--- src/hdl/cmap_rc_pkg.sv ---
// cmap_rc_pkg: shared types and constants for the cmap range clipper
// used by cmap_rc_cell and cmap_range_clipper_core; no dependencies
`default_nettype none

package cmap_rc_pkg;

    localparam int DELETE_RANGES_DEF = 16;

    localparam int CP_W    = 21;
    localparam int GLYPH_W = 32;
    localparam int RO_W    = 16;
    localparam int FUNC_W  = 2;

    localparam int IN_DATA_W  = 96;
    localparam int OUT_DATA_W = 96;
    localparam int OUT_USER_W = 2;

    typedef enum logic [FUNC_W-1:0] {
        FUNC_CLEAR  = 2'd0,
        FUNC_ADD    = 2'd1,
        FUNC_CLIP12 = 2'd2,
        FUNC_CLIP4  = 2'd3
    } func_t;

    typedef enum logic [1:0] {
        ST_IDLE,
        ST_WALK,
        ST_TAIL,
        ST_FINAL
    } walk_state_t;

    typedef struct packed {
        logic [CP_W-1:0] last_cp;
        logic [CP_W-1:0] first_cp;
    } range_ent_t;

    typedef struct packed {
        logic ins;
        logic rot;
    } cell_ctl_t;

endpackage

`default_nettype wire

--- src/hdl/cmap_rc_cell.sv ---
// cmap_rc_cell: one slot of the sorted deletion range chain
// depends on cmap_rc_pkg; takes part in sorted insert and in rotation toward slot 0
`default_nettype none

module cmap_rc_cell (
    input  wire logic                    clk,
    input  wire cmap_rc_pkg::cell_ctl_t  ctl,
    input  wire cmap_rc_pkg::range_ent_t new_ent,
    input  wire cmap_rc_pkg::range_ent_t prev_ent,
    input  wire logic                    prev_valid,
    input  wire logic                    prev_gt,
    input  wire cmap_rc_pkg::range_ent_t next_ent,
    input  wire logic                    valid,
    output cmap_rc_pkg::range_ent_t      ent,
    output logic                         gt
);
    import cmap_rc_pkg::*;

    range_ent_t ent_reg;
    range_ent_t ent_next;

    // entry sorts after the new range
    assign gt  = valid && (ent_reg.first_cp > new_ent.first_cp);
    assign ent = ent_reg;

    always_comb
    begin
        ent_next = ent_reg;
        if (ctl.rot)
        begin
            ent_next = next_ent;
        end
        else if (ctl.ins)
        begin
            if (prev_valid && prev_gt)
            begin
                ent_next = prev_ent;
            end
            else if (prev_valid && (!valid || gt))
            begin
                // first slot that is empty or sorts after the new range
                ent_next = new_ent;
            end
        end
    end

    always_ff @(posedge clk)
    begin
        ent_reg <= ent_next;
    end

endmodule

`default_nettype wire

--- src/hdl/cmap_range_clipper_core.sv ---
// cmap_range_clipper_core: top level, subtracts stored deletion ranges from cmap segments
// depends on cmap_rc_pkg and cmap_rc_cell
//
//  channel   dir  handshake                      payload
//  s_axis    in   s_axis_tvalid / s_axis_tready  tdata: item fields, tuser: func
//  m_axis    out  m_axis_tvalid / m_axis_tready  tdata: piece fields, tuser: flags, tlast
//
// clear and add finish in the idle state; a clip rotates the whole range chain through
// slot 0, one entry per cycle unless the output stalls, then takes tail and final steps
// reset clears the range count, the walk state and the output register; entries need no reset
// a stalled output transaction holds the walk; the next item enters only when the output
// register is empty or hands its transaction over in the same cycle
`default_nettype none

module cmap_range_clipper_core #(
    parameter int DELETE_RANGES = cmap_rc_pkg::DELETE_RANGES_DEF
) (
    input  wire logic                                clk,
    input  wire logic                                rst_n,
    input  wire logic                                s_axis_tvalid,
    output logic                                     s_axis_tready,
    // seg_start, seg_end, glyph_or_delta, range_offset, zero pad
    input  wire logic [cmap_rc_pkg::IN_DATA_W-1:0]   s_axis_tdata,
    // func
    input  wire logic [cmap_rc_pkg::FUNC_W-1:0]      s_axis_tuser,
    output logic                                     m_axis_tvalid,
    input  wire logic                                m_axis_tready,
    // piece_start, piece_end, piece_glyph_or_delta, piece_range_offset, zero pad
    output logic [cmap_rc_pkg::OUT_DATA_W-1:0]       m_axis_tdata,
    // kept, dropped
    output logic [cmap_rc_pkg::OUT_USER_W-1:0]       m_axis_tuser,
    output logic                                     m_axis_tlast
);
    import cmap_rc_pkg::*;

    localparam int N  = DELETE_RANGES;
    localparam int CW = $clog2(N + 1);

    // input unpack
    logic [CP_W-1:0]    in_start;
    logic [CP_W-1:0]    in_end;
    logic [GLYPH_W-1:0] in_glyph;
    logic [RO_W-1:0]    in_ro;
    func_t              in_func;
    logic               in_accept;
    logic               can_emit;

    assign in_start  = s_axis_tdata[CP_W-1:0];
    assign in_end    = s_axis_tdata[2*CP_W-1:CP_W];
    assign in_glyph  = s_axis_tdata[2*CP_W+GLYPH_W-1:2*CP_W];
    assign in_ro     = s_axis_tdata[2*CP_W+GLYPH_W+RO_W-1:2*CP_W+GLYPH_W];
    assign in_func   = func_t'(s_axis_tuser);

    // state
    walk_state_t        state_reg, state_next;
    logic [CW-1:0]      count_reg, count_next;
    logic [CW-1:0]      idx_reg, idx_next;
    logic [CP_W:0]      cur_reg, cur_next;
    logic               done_reg, done_next;
    func_t              func_reg, func_next;
    logic [CP_W-1:0]    s_reg, s_next;
    logic [CP_W-1:0]    e_reg, e_next;
    logic [GLYPH_W-1:0] g_reg, g_next;
    logic [RO_W-1:0]    ro_reg, ro_next;

    logic               pend_valid_reg, pend_valid_next;
    logic [CP_W-1:0]    pend_start_reg, pend_start_next;
    logic [CP_W-1:0]    pend_end_reg, pend_end_next;
    logic [GLYPH_W-1:0] pend_glyph_reg, pend_glyph_next;
    logic [RO_W-1:0]    pend_ro_reg, pend_ro_next;

    logic               out_valid_reg, out_valid_next;
    logic [CP_W-1:0]    out_start_reg, out_start_next;
    logic [CP_W-1:0]    out_end_reg, out_end_next;
    logic [GLYPH_W-1:0] out_glyph_reg, out_glyph_next;
    logic [RO_W-1:0]    out_ro_reg, out_ro_next;
    logic               out_kept_reg, out_kept_next;
    logic               out_last_reg, out_last_next;
    logic               out_drop_reg, out_drop_next;

    logic               full;
    cell_ctl_t          cell_ctl;
    range_ent_t         new_ent;
    range_ent_t         ent [N];
    logic               gt [N];
    logic               valid [N];

    assign can_emit      = !out_valid_reg || m_axis_tready;
    assign s_axis_tready = (state_reg == ST_IDLE) && can_emit;
    assign in_accept     = s_axis_tvalid && s_axis_tready;
    assign full          = (count_reg == CW'(N));

    assign new_ent.first_cp = in_start;
    assign new_ent.last_cp  = in_end;
    assign cell_ctl.ins     = in_accept && (in_func == FUNC_ADD) && !full;
    assign cell_ctl.rot     = (state_reg == ST_WALK) && can_emit;

    // chain of range cells, slot 0 is the head seen by the walk
    for (genvar i = 0; i < N; i++)
    begin : g_cell
        assign valid[i] = (CW'(i) < count_reg);
        if (i == 0)
        begin : g_head
            cmap_rc_cell u_cell (
                .clk        (clk),
                .ctl        (cell_ctl),
                .new_ent    (new_ent),
                .prev_ent   (new_ent),
                .prev_valid (1'b1),
                .prev_gt    (1'b0),
                .next_ent   (ent[(i + 1) % N]),
                .valid      (valid[i]),
                .ent        (ent[i]),
                .gt         (gt[i])
            );
        end
        else
        begin : g_body
            cmap_rc_cell u_cell (
                .clk        (clk),
                .ctl        (cell_ctl),
                .new_ent    (new_ent),
                .prev_ent   (ent[i-1]),
                .prev_valid (valid[i-1]),
                .prev_gt    (gt[i-1]),
                .next_ent   (ent[(i + 1) % N]),
                .valid      (valid[i]),
                .ent        (ent[i]),
                .gt         (gt[i])
            );
        end
    end

    // walk step decode
    range_ent_t         head;
    logic               cur_le_e;
    logic               walk_live;
    logic               skip;
    logic               stop;
    logic               gap;
    logic               pc_v;
    logic [CP_W-1:0]    pc_start;
    logic [CP_W-1:0]    pc_end;
    logic               keep_ok;
    logic               piece_v;
    logic [GLYPH_W-1:0] pc_glyph;
    logic [RO_W-1:0]    pc_ro;

    assign head      = ent[0];
    assign cur_le_e  = (cur_reg <= {1'b0, e_reg});
    assign walk_live = !done_reg && (idx_reg < count_reg) && cur_le_e;
    assign skip      = ({1'b0, head.last_cp} < cur_reg);
    assign stop      = (head.first_cp > e_reg);
    assign gap       = ({1'b0, head.first_cp} > cur_reg);
    assign pc_start  = cur_reg[CP_W-1:0];

    always_comb
    begin
        if (state_reg == ST_WALK)
        begin
            pc_v   = walk_live && !skip && !stop && gap;
            pc_end = head.first_cp - CP_W'(1);
        end
        else
        begin
            pc_v   = (state_reg == ST_TAIL) && cur_le_e;
            pc_end = e_reg;
        end
    end

    // format 4 with a range offset keeps only the piece at the segment start
    assign keep_ok = (func_reg == FUNC_CLIP12) || (ro_reg == '0) || (pc_start == s_reg);
    assign piece_v = pc_v && keep_ok;
    assign pc_glyph = (func_reg == FUNC_CLIP12)
                    ? g_reg + GLYPH_W'(pc_start - s_reg)
                    : {{(GLYPH_W-16){1'b0}}, g_reg[15:0]};
    assign pc_ro    = (func_reg == FUNC_CLIP12) ? '0 : ro_reg;

    always_comb
    begin
        state_next      = state_reg;
        count_next      = count_reg;
        idx_next        = idx_reg;
        cur_next        = cur_reg;
        done_next       = done_reg;
        func_next       = func_reg;
        s_next          = s_reg;
        e_next          = e_reg;
        g_next          = g_reg;
        ro_next         = ro_reg;
        pend_valid_next = pend_valid_reg;
        pend_start_next = pend_start_reg;
        pend_end_next   = pend_end_reg;
        pend_glyph_next = pend_glyph_reg;
        pend_ro_next    = pend_ro_reg;
        out_valid_next  = out_valid_reg && !m_axis_tready;
        out_start_next  = out_start_reg;
        out_end_next    = out_end_reg;
        out_glyph_next  = out_glyph_reg;
        out_ro_next     = out_ro_reg;
        out_kept_next   = out_kept_reg;
        out_last_next   = out_last_reg;
        out_drop_next   = out_drop_reg;

        // a new piece pushes the held one out; the held one tells if it is last
        if (((state_reg == ST_WALK) || (state_reg == ST_TAIL)) && can_emit && piece_v)
        begin
            if (pend_valid_reg)
            begin
                out_valid_next = 1'b1;
                out_start_next = pend_start_reg;
                out_end_next   = pend_end_reg;
                out_glyph_next = pend_glyph_reg;
                out_ro_next    = pend_ro_reg;
                out_kept_next  = 1'b1;
                out_last_next  = 1'b0;
                out_drop_next  = 1'b0;
            end
            pend_valid_next = 1'b1;
            pend_start_next = pc_start;
            pend_end_next   = pc_end;
            pend_glyph_next = pc_glyph;
            pend_ro_next    = pc_ro;
        end

        case (state_reg)
            ST_IDLE:
            begin
                if (in_accept)
                begin
                    func_next       = in_func;
                    s_next          = in_start;
                    e_next          = in_end;
                    g_next          = in_glyph;
                    ro_next         = in_ro;
                    cur_next        = {1'b0, in_start};
                    idx_next        = '0;
                    done_next       = 1'b0;
                    pend_valid_next = 1'b0;
                    out_start_next  = '0;
                    out_end_next    = '0;
                    out_glyph_next  = '0;
                    out_ro_next     = '0;
                    out_kept_next   = 1'b0;
                    out_last_next   = 1'b1;
                    out_drop_next   = 1'b0;
                    case (in_func)
                        FUNC_CLEAR:
                        begin
                            count_next     = '0;
                            out_valid_next = 1'b1;
                        end
                        FUNC_ADD:
                        begin
                            out_valid_next = 1'b1;
                            if (full)
                            begin
                                out_drop_next = 1'b1;
                            end
                            else
                            begin
                                count_next = count_reg + CW'(1);
                            end
                        end
                        default:
                        begin
                            state_next = ST_WALK;
                        end
                    endcase
                end
            end
            ST_WALK:
            begin
                if (can_emit)
                begin
                    idx_next = idx_reg + CW'(1);
                    if (walk_live && !skip)
                    begin
                        if (stop)
                        begin
                            done_next = 1'b1;
                        end
                        else
                        begin
                            cur_next = {1'b0, head.last_cp} + (CP_W+1)'(1);
                        end
                    end
                    if (idx_reg == CW'(N - 1))
                    begin
                        state_next = ST_TAIL;
                    end
                end
            end
            ST_TAIL:
            begin
                if (can_emit)
                begin
                    state_next = ST_FINAL;
                end
            end
            ST_FINAL:
            begin
                if (can_emit)
                begin
                    out_valid_next = 1'b1;
                    out_last_next  = 1'b1;
                    out_drop_next  = 1'b0;
                    out_kept_next  = pend_valid_reg;
                    out_start_next = pend_valid_reg ? pend_start_reg : '0;
                    out_end_next   = pend_valid_reg ? pend_end_reg : '0;
                    out_glyph_next = pend_valid_reg ? pend_glyph_reg : '0;
                    out_ro_next    = pend_valid_reg ? pend_ro_reg : '0;
                    state_next     = ST_IDLE;
                end
            end
            default:
            begin
                state_next = ST_IDLE;
            end
        endcase
    end

    always_ff @(posedge clk or negedge rst_n)
    begin
        if (!rst_n)
        begin
            state_reg      <= ST_IDLE;
            count_reg      <= '0;
            idx_reg        <= '0;
            done_reg       <= 1'b0;
            pend_valid_reg <= 1'b0;
            out_valid_reg  <= 1'b0;
        end
        else
        begin
            state_reg      <= state_next;
            count_reg      <= count_next;
            idx_reg        <= idx_next;
            done_reg       <= done_next;
            pend_valid_reg <= pend_valid_next;
            out_valid_reg  <= out_valid_next;
        end
    end

    always_ff @(posedge clk)
    begin
        cur_reg        <= cur_next;
        func_reg       <= func_next;
        s_reg          <= s_next;
        e_reg          <= e_next;
        g_reg          <= g_next;
        ro_reg         <= ro_next;
        pend_start_reg <= pend_start_next;
        pend_end_reg   <= pend_end_next;
        pend_glyph_reg <= pend_glyph_next;
        pend_ro_reg    <= pend_ro_next;
        out_start_reg  <= out_start_next;
        out_end_reg    <= out_end_next;
        out_glyph_reg  <= out_glyph_next;
        out_ro_reg     <= out_ro_next;
        out_kept_reg   <= out_kept_next;
        out_last_reg   <= out_last_next;
        out_drop_reg   <= out_drop_next;
    end

    assign m_axis_tvalid = out_valid_reg;
    assign m_axis_tdata  = {{(OUT_DATA_W-2*CP_W-GLYPH_W-RO_W){1'b0}},
                            out_ro_reg, out_glyph_reg, out_end_reg, out_start_reg};
    assign m_axis_tuser  = {out_drop_reg, out_kept_reg};
    assign m_axis_tlast  = out_last_reg;

    // checks

    assert property (@(posedge clk) disable iff (!rst_n)
        count_reg <= CW'(N))
        else $error("range count above table depth");

    assert property (@(posedge clk) disable iff (!rst_n)
        (in_accept && (in_func == FUNC_CLEAR)) |=> (count_reg == '0))
        else $error("clear did not empty the table");

    assert property (@(posedge clk) disable iff (!rst_n)
        (in_accept && (in_func == FUNC_ADD) && full)
        |=> (m_axis_tvalid && m_axis_tuser[1] && m_axis_tlast && $stable(count_reg)))
        else $error("add on a full table not flagged as dropped");

    assert property (@(posedge clk) disable iff (!rst_n)
        (state_reg == ST_WALK) |-> (idx_reg < CW'(N)))
        else $error("walk index past the chain");

endmodule

`default_nettype wire
--- config.mk ---
export PLATFORM = sky130hd
export DESIGN_NAME = cmap_range_clipper_core
export DESIGN_NICKNAME = d
export VERILOG_FILES = /design/src/hdl/cmap_rc_pkg.sv /design/src/hdl/cmap_rc_cell.sv /design/src/hdl/cmap_range_clipper_core.sv
export SDC_FILE = /design/constraint.sdc
export NUM_CORES = 2
export LEC_CHECK = 0
export BUFFER_PORTS_ARGS = -buffer_cell sky130_fd_sc_hd__buf_2
export CORE_MARGIN = 1.5
export CORE_UTILIZATION = 48
export CTS_CLUSTER_DIAMETER = 30
export DETAILED_ROUTE_END_ITERATION = 8
export GPL_TIMING_DRIVEN = 0
export PLACE_DENSITY_LB_ADDON = 0.25
export RECOVER_POWER = 25
export SYNTH_ARGS = -nofsm -noshare
export SYNTH_HDL_FRONTEND = slang
export SYNTH_SLANG_ARGS = --single-unit
--- constraint.sdc ---
create_clock -name clk -period 10.6 [get_ports clk]
set_input_delay 0 -clock clk [delete_from_list [all_inputs] [get_ports clk]]
set_output_delay 0 -clock clk [all_outputs]
set_load 0.05 [all_outputs]
* Word level (Yosys, flattened, before mapping)
Index checks and enable logic that the tools add are counted.
** Operators by class
- $lt $le $gt $ge :: 37
- Multiplexer cells :: 138
- Add/subtract/negate cells :: 6
- Equality and inequality tests :: 18
- Reductions and logical operators :: 148
** Operator list (count)
- $mux 42 :: 63
- $gt 21x21->1 :: 17
- $mux 21 :: 11
- $mux 32 :: 5
- $mux 16 :: 6
- $mux 22 :: 4
- $pmux 21 s2 :: 2
- $pmux 32 s2 :: 1
- $logic_and 1x1->1 :: 61
- $reduce_bool 3->1 :: 15
- $pmux 22 s2 :: 1
- $lt 4x5->1 const A :: 8
- $reduce_and 2->1 :: 17
- $add 32x32->32 :: 1
- $pmux 16 s2 :: 1
- $mux 1 :: 27
- $add 21x1->22 const B :: 1
- $gt 21x22->1 :: 1
- $le 22x21->1 :: 1
- $logic_not 1->1 :: 22
- $lt 21x22->1 :: 1
- $sub 21x21->22 :: 1
- $eq 21x21->1 :: 1
- $sub 21x1->21 const B :: 1
- other kinds (25) :: 78
** Word-level totals
- Input bits :: 102
- Word-level logic and storage cells :: 403
- Output and inout port bits :: 101
- Flip-flop bits (word level) :: 984

* Logic depth before layout (Yosys ltp)
- Depth in word-level cells :: 13
- Gate-level depth with buffers :: 25
- Gate-level depth less buffers :: 25

* Modules after synthesis
Synthesis repeated with hierarchy kept, for this count alone.
** Second synthesis, totals
- Cell total of the unflattened synthesis :: 5649
- Area, all modules :: 59365.7 um2
** By module, submodules not included
- cmap_rc_cell at g_cell[1].g_body.u_cell ... :: area an instance 2681.3 um2, cells an instance 261, seq. area each 1261.2 um2, instances 9
- cmap_rc_cell at g_cell[0].g_head.u_cell ... :: area an instance 2710.1 um2, cells an instance 263, seq. area each 1261.2 um2, instances 7
- cmap_range_clipper_core :: area an instance 16263.1 um2, cells an instance 1459, seq. area each 8363.0 um2, instances 1

* Worst setup path after synthesis
No wires, ideal clock.
- Path type :: reg-to-reg
- From :: reg cur_reg[15]
- To :: reg out_last_reg, in the netlist m_axis_tlast
- Data required time :: 10.474 ns
- Path buffers :: 0
- Clock period less this slack :: 9.586 ns
- Path slack :: 1.014 ns
- Stages on the path, launching flop included :: 12
- Arrival time :: 9.460 ns
- Library setup time :: 0.126 ns
- Cell sequence :: edfxtp_1 -> ha_1 -> a21o_1 -> a221o_1 -> a2111oi_0 -> o21ai_1 -> o22ai_1 -> o311ai_1 -> o21a_1 -> nor3b_1 -> nand3_1 -> o2bb2ai_1
** On the way
- Cells in the longest elaborated chain, start to end :: 11
- Elaborated cells on any way between the ends :: 18
- Those cells by class :: order compare (3); eq/ne (1); mux (5); reduce/logical (9)
** RTL lines
- start, declared :: line cmap_range_clipper_core.sv:58 : logic [CP_W:0] cur_reg, cur_next;
- start signal, assigned :: line cmap_range_clipper_core.sv:347 : cur_reg <= cur_next;
- $le 22x21->1 / $lt 21x22->1 (equally long branches) :: line cmap_range_clipper_core.sv:150, cmap_range_clipper_core.sv:152
- $logic_and 1x1->1 / $logic_not 1->1 (equally long branches) :: line cmap_range_clipper_core.sv:151, cmap_range_clipper_core.sv:161
- $logic_and 1x1->1 (3 in a row) :: line cmap_range_clipper_core.sv:161 : pc_v = walk_live && !skip && !stop && gap;
- $mux 1 :: line cmap_range_clipper_core.sv:159 : if (state_reg == ST_WALK)
- $logic_and 1x1->1 (*) :: line cmap_range_clipper_core.sv:173 : assign piece_v = pc_v && keep_ok;
- $logic_and 1x1->1 (*) :: line cmap_range_clipper_core.sv:206 : if (((state_reg == ST_WALK) || (state_reg == ST_TAIL)) && can_emit && piece_v)
- $mux 1 (*) :: line cmap_range_clipper_core.sv:206
- $mux 1 (on tied branches) :: line cmap_range_clipper_core.sv:303, cmap_range_clipper_core.sv:229
- $pmux 1 s2 (*) :: line cmap_range_clipper_core.sv:226 : case (state_reg)
- via out_last_next :: line cmap_range_clipper_core.sv:78 : logic out_last_reg, out_last_next;
- end signal, assigned :: line cmap_range_clipper_core.sv:362 : out_last_reg <= out_last_next;
- end, declared :: line cmap_range_clipper_core.sv:78
The timed path passes the listed nets; every way through them passes the cells marked *.
A chain may end at the register's enable or synchronous reset.

* Final worst setup path
- From :: reg cur_reg[0]
- To :: reg pend_glyph_reg[30] (data pin)
** On the way
- Cells in the longest elaborated chain, start to end :: 2
** RTL lines
- $sub 21x21->22 :: line cmap_range_clipper_core.sv:175 : ? g_reg + GLYPH_W'(pc_start - s_reg)
- $add 32x32->32 :: line cmap_range_clipper_core.sv:175
- end signal, assigned :: line cmap_range_clipper_core.sv:355 : pend_glyph_reg <= pend_glyph_next;
- end, declared :: line cmap_range_clipper_core.sv:69 : logic [GLYPH_W-1:0] pend_glyph_reg, pend_glyph_next;
Every way passes these cells.

==> metrics.csv <==
stage;metric;value;unit
status;status;finished with violations;
status;violations;design-rule violations, max-capacitance violations, max-slew violations;
detailed_routing;dr_total_vias;47770;
finish;fillers;9626;
finish;fin_nets;6534;
grt;grt_usage;0.3446;
critical_path;regToRegSetupSlack;4.40;ns
critical_path;worst_path_largest_cell_delay;0.84;ns
power;power_density;344.3;nW/µm²
timing;worst_slew_pin_slew;3.666;ns
synthesis;synth-edff-count;876;
power;total_power;24.38;mW
die;rows;126;
synthesis;syn_avg_cell_area;10.77;µm²
timing;fin_crit_sh;0.5848;
finish;drive_above_1_share;0.1005;
die;initial_core_util;0.4846;
timing;finalSetupViolCount;0;
detailed_routing;drt-pass1-iter-count;9;
critical_path;r2r-end;pend_glyph_reg[30];
critical_path;startpoint_type;register;
synthesis;synth_warnings;0;
finish;mostFrequentLayoutCells;876 x edfxtp_1, 814 x nand2_1, 674 x o21ai_0;
timing;fmax;161.3;MHz
min_path;hp-start;s_axis_tdata[38];
timing;fin_crit;6.199;ns
clocking;cts_tree;yes;
min_path;hold_class;in2reg;
detailed_routing;vias_per_cell;6.210;
critical_path;critPathMaxFanout;4;
synthesis;synth_ff_type;edfxtp_1;
run;drv_cap;5;
clocking;postCtsSetupBuffers;0;
synthesis;yosysTopAreaCell;edfxtp_1;
grt;grt_max_degree;64;
clocking;clock_sinks;984;
synthesis;ys_ff_latch;984;
clocking;cts_resized;0;
critical_path;cp_slowest_cell;o41ai_1;
die;die_h;348.5;µm
clocking;cts_buffers;232;
critical_path;cp.arrival;6.73;ns
finish;final_common_cell;edfxtp_1;
clocking;clock_latency;0.84;ns
timing;hold_viol;0;
critical_path;setup.worst_path.class;reg2reg;
grt;grt_first_pass_wirelength;306.8;mm
timing;drv_slew;131;
critical_path;path_buf_inv;2;
finish;syn2layout_area_growth;23.57;%
critical_path;crit_chain;inv_1 -> ha_1 -> inv_1 -> fa_1 -> a21o_1 -> a21oi_1 -> nor2b_1 -> o21a_1 -> o41a_1 -> a41oi_1 -> a211o_1 -> nand2b_1 -> a41oi_1 -> xnor2_1 -> ha_1 -> and3_1 -> nand3_1 -> o41ai_1 -> a211oi_1 -> or3_1 -> nand3_1 -> o311ai_1;
grt;gr-total-overflow;0;
timing;fin_skew;0.03364;ns
detailed_routing;drtAntennaViolNets;0;
power;irDropWorstVdd;0.2260;mV
timing;fin_ws;4.401;ns
synthesis;ys_top_cells_by_area;edfxtp_1 46%, ha_1 11%, mux2i_1 9.5%, o21ai_0 5.9%, nand2_1 5.3%;
clocking;cts.htree.levels;4;
timing;rsz0062_at_grt;false;
critical_path;r2r_start;cur_reg[0];
placement;io_buffers;190;
min_path;whs_path_depth;2;
critical_path;worstPathRequired;11.14;ns
critical_path;ff2ff_path_depth;22;
critical_path;crit_path_end_kind;register;
clocking;cts-root-buf;clkbuf_16;
placement;dp_slack;4.557;ns
grt;antenna_found_initial;7;
detailed_routing;remaining_drc_errors;2;
detailed_routing;drt-initial-drc-count;5857;
detailed_routing;routedWlPerCell;27.82;µm
placement;hpwlAfterDp;156.9;mm
critical_path;cp_top_family;compound AO/OA/AOI/OAI gates;
grt;grt_pass1_vias;46610;
finish;multiInputGateArea;26890;µm²
clocking;holdBufCountCts;158;
clocking;cts.clk_slew.worst_paths;0.04;ns
min_path;hold_path_end;e_reg[17];
die;core;118200;µm²
die;die_w;348.5;µm
synthesis;async_reset_ff_frac;0.01524;
power;leakage;26.34;nW
synthesis;syn-cell-area;57300;µm²
synthesis;synth_top_cell_area_share;0.4591;
synthesis;syn_inst;5318;
clocking;cts_buffer_depth;3;
die;die_area;121500;µm²
placement;gp_congestion;0.9694;
synthesis;ys_types;77;
die;pin_count;203;
finish;largest_reg_flops;630;
synthesis;ys_seq_area_frac;0.4981;
finish;register_area;28540;µm²
detailed_routing;wirelength;214.0;mm
timing;timing.slew.headroom;-1.444;
==> kinds of logic after synthesis <==
logic type,after synthesis,share of synthesized area
flops,984,0.4981
fa+ha+maj,487,0.1066
other cells,1,0.00006544
compound gates,1364,0.1452
mux,546,0.09540
xor+xnor,81,0.01238
simple gates,1383,0.1063
buf+inv,472,0.03592
==> synth_stat cells (all sizes together), types with 5 or more instances <==
library cell and count:
a2111oi 6, a211o 6, a211oi 24, a21o 145, a21oi 197, a221oi 8, a22o 92, a31oi 11
and2 27, and3 12, and4 11, buf 85, clkbuf 250, dfrtp 15, dfxtp 93, edfxtp 876
ha 485, inv 137, mux2i 545, nand2 816, nand2b 17, nand3 111, nand4 84, nor2 168
nor2b 51, nor3 36, nor3b 7, nor4 19, o211ai 76, o21a 50, o21ai 681, o21bai 6
o31ai 15, or2 5, or4 6, xnor2 50, xor2 31
==> worst reg2reg max path: stages (launching register included) <==
cell	delay [ns]
edfxtp_1	0.60
inv_1	0.25
ha_1	0.20
inv_1	0.05
fa_1	0.41
a21o_1	0.20
a21oi_1	0.22
nor2b_1	0.08
o21a_1	0.19
o41a_1	0.37
a41oi_1	0.31
a211o_1	0.19
nand2b_1	0.11
a41oi_1	0.27
xnor2_1	0.11
ha_1	0.32
and3_1	0.22
nand3_1	0.12
o41ai_1	0.84
a211oi_1	0.23
or3_1	0.43
nand3_1	0.10
o311ai_1	0.09
==> worst max-delay path by stage <==
stage | start | endpoint | slack [ns] | cells past startpoint
floorplan | cur_reg[15] | m_axis_tlast | 1.01 | 11
global placement | cur_reg[14] | m_axis_tlast | -3.55 | 11
detailed placement | cur_reg[0] | pend_glyph_reg[30] | 4.56 | 22
CTS | cur_reg[0] | pend_glyph_reg[30] | 4.55 | 22
global route | cur_reg[0] | pend_glyph_reg[30] | 4.22 | 21
finish | cur_reg[0] | pend_glyph_reg[30] | 4.40 | 22
==> layer usage <==
metal	up-vias	GRT usage	routed length (µm)
met2	2877	0.5449	96430
met5	-	0	26
met3	623	0.06976	20900
met4	4	0.2121	13730
li1	21170	-	-
met1	23100	0.4345	82900
==> metrics by stage <==
stage / instances / TNS, ns / instance area [µm²] / util / hold WS, ns
after floorplan: 5323 / 0 / 57320 / - / -0.2956
after global placement: 7049 / -302.25 / 60190 / 0.5091 / -0.01034
after detailed placement: 7087 / 0 / 61020 / 0.5161 / -0.008857
after CTS: 7686 / 0 / 70970 / 0.6002 / 0.01402
after global routing: 7689 / 0 / 70800 / 0.5988 / 0.1624
final: 7693 / 0 / 70810 / 0.5988 / 0.1788
==> power by group <==
| part | total [mW] | switching, mW | internal (mW) |
|---|---|---|---|
| clock network | 7.60 | 2.41 | 5.19 |
| logic | 8.79 | 5.79 | 3.00 |
| registers | 7.99 | 1.45 | 6.55 |
==> final cells by class <==
type | count | area share
buffer | 335 | 0.02182
clock buffer | 269 | 0.08524
tap | 1536 | 0.02714
antenna | 5 | 0.0001767
sequential | 984 | 0.4031
timing repair buffer | 388 | 0.04252
multi-input combinational | 3867 | 0.3798
inverter | 137 | 0.007280
clock inverter | 172 | 0.03289
(Power assumes the default switching activity.)
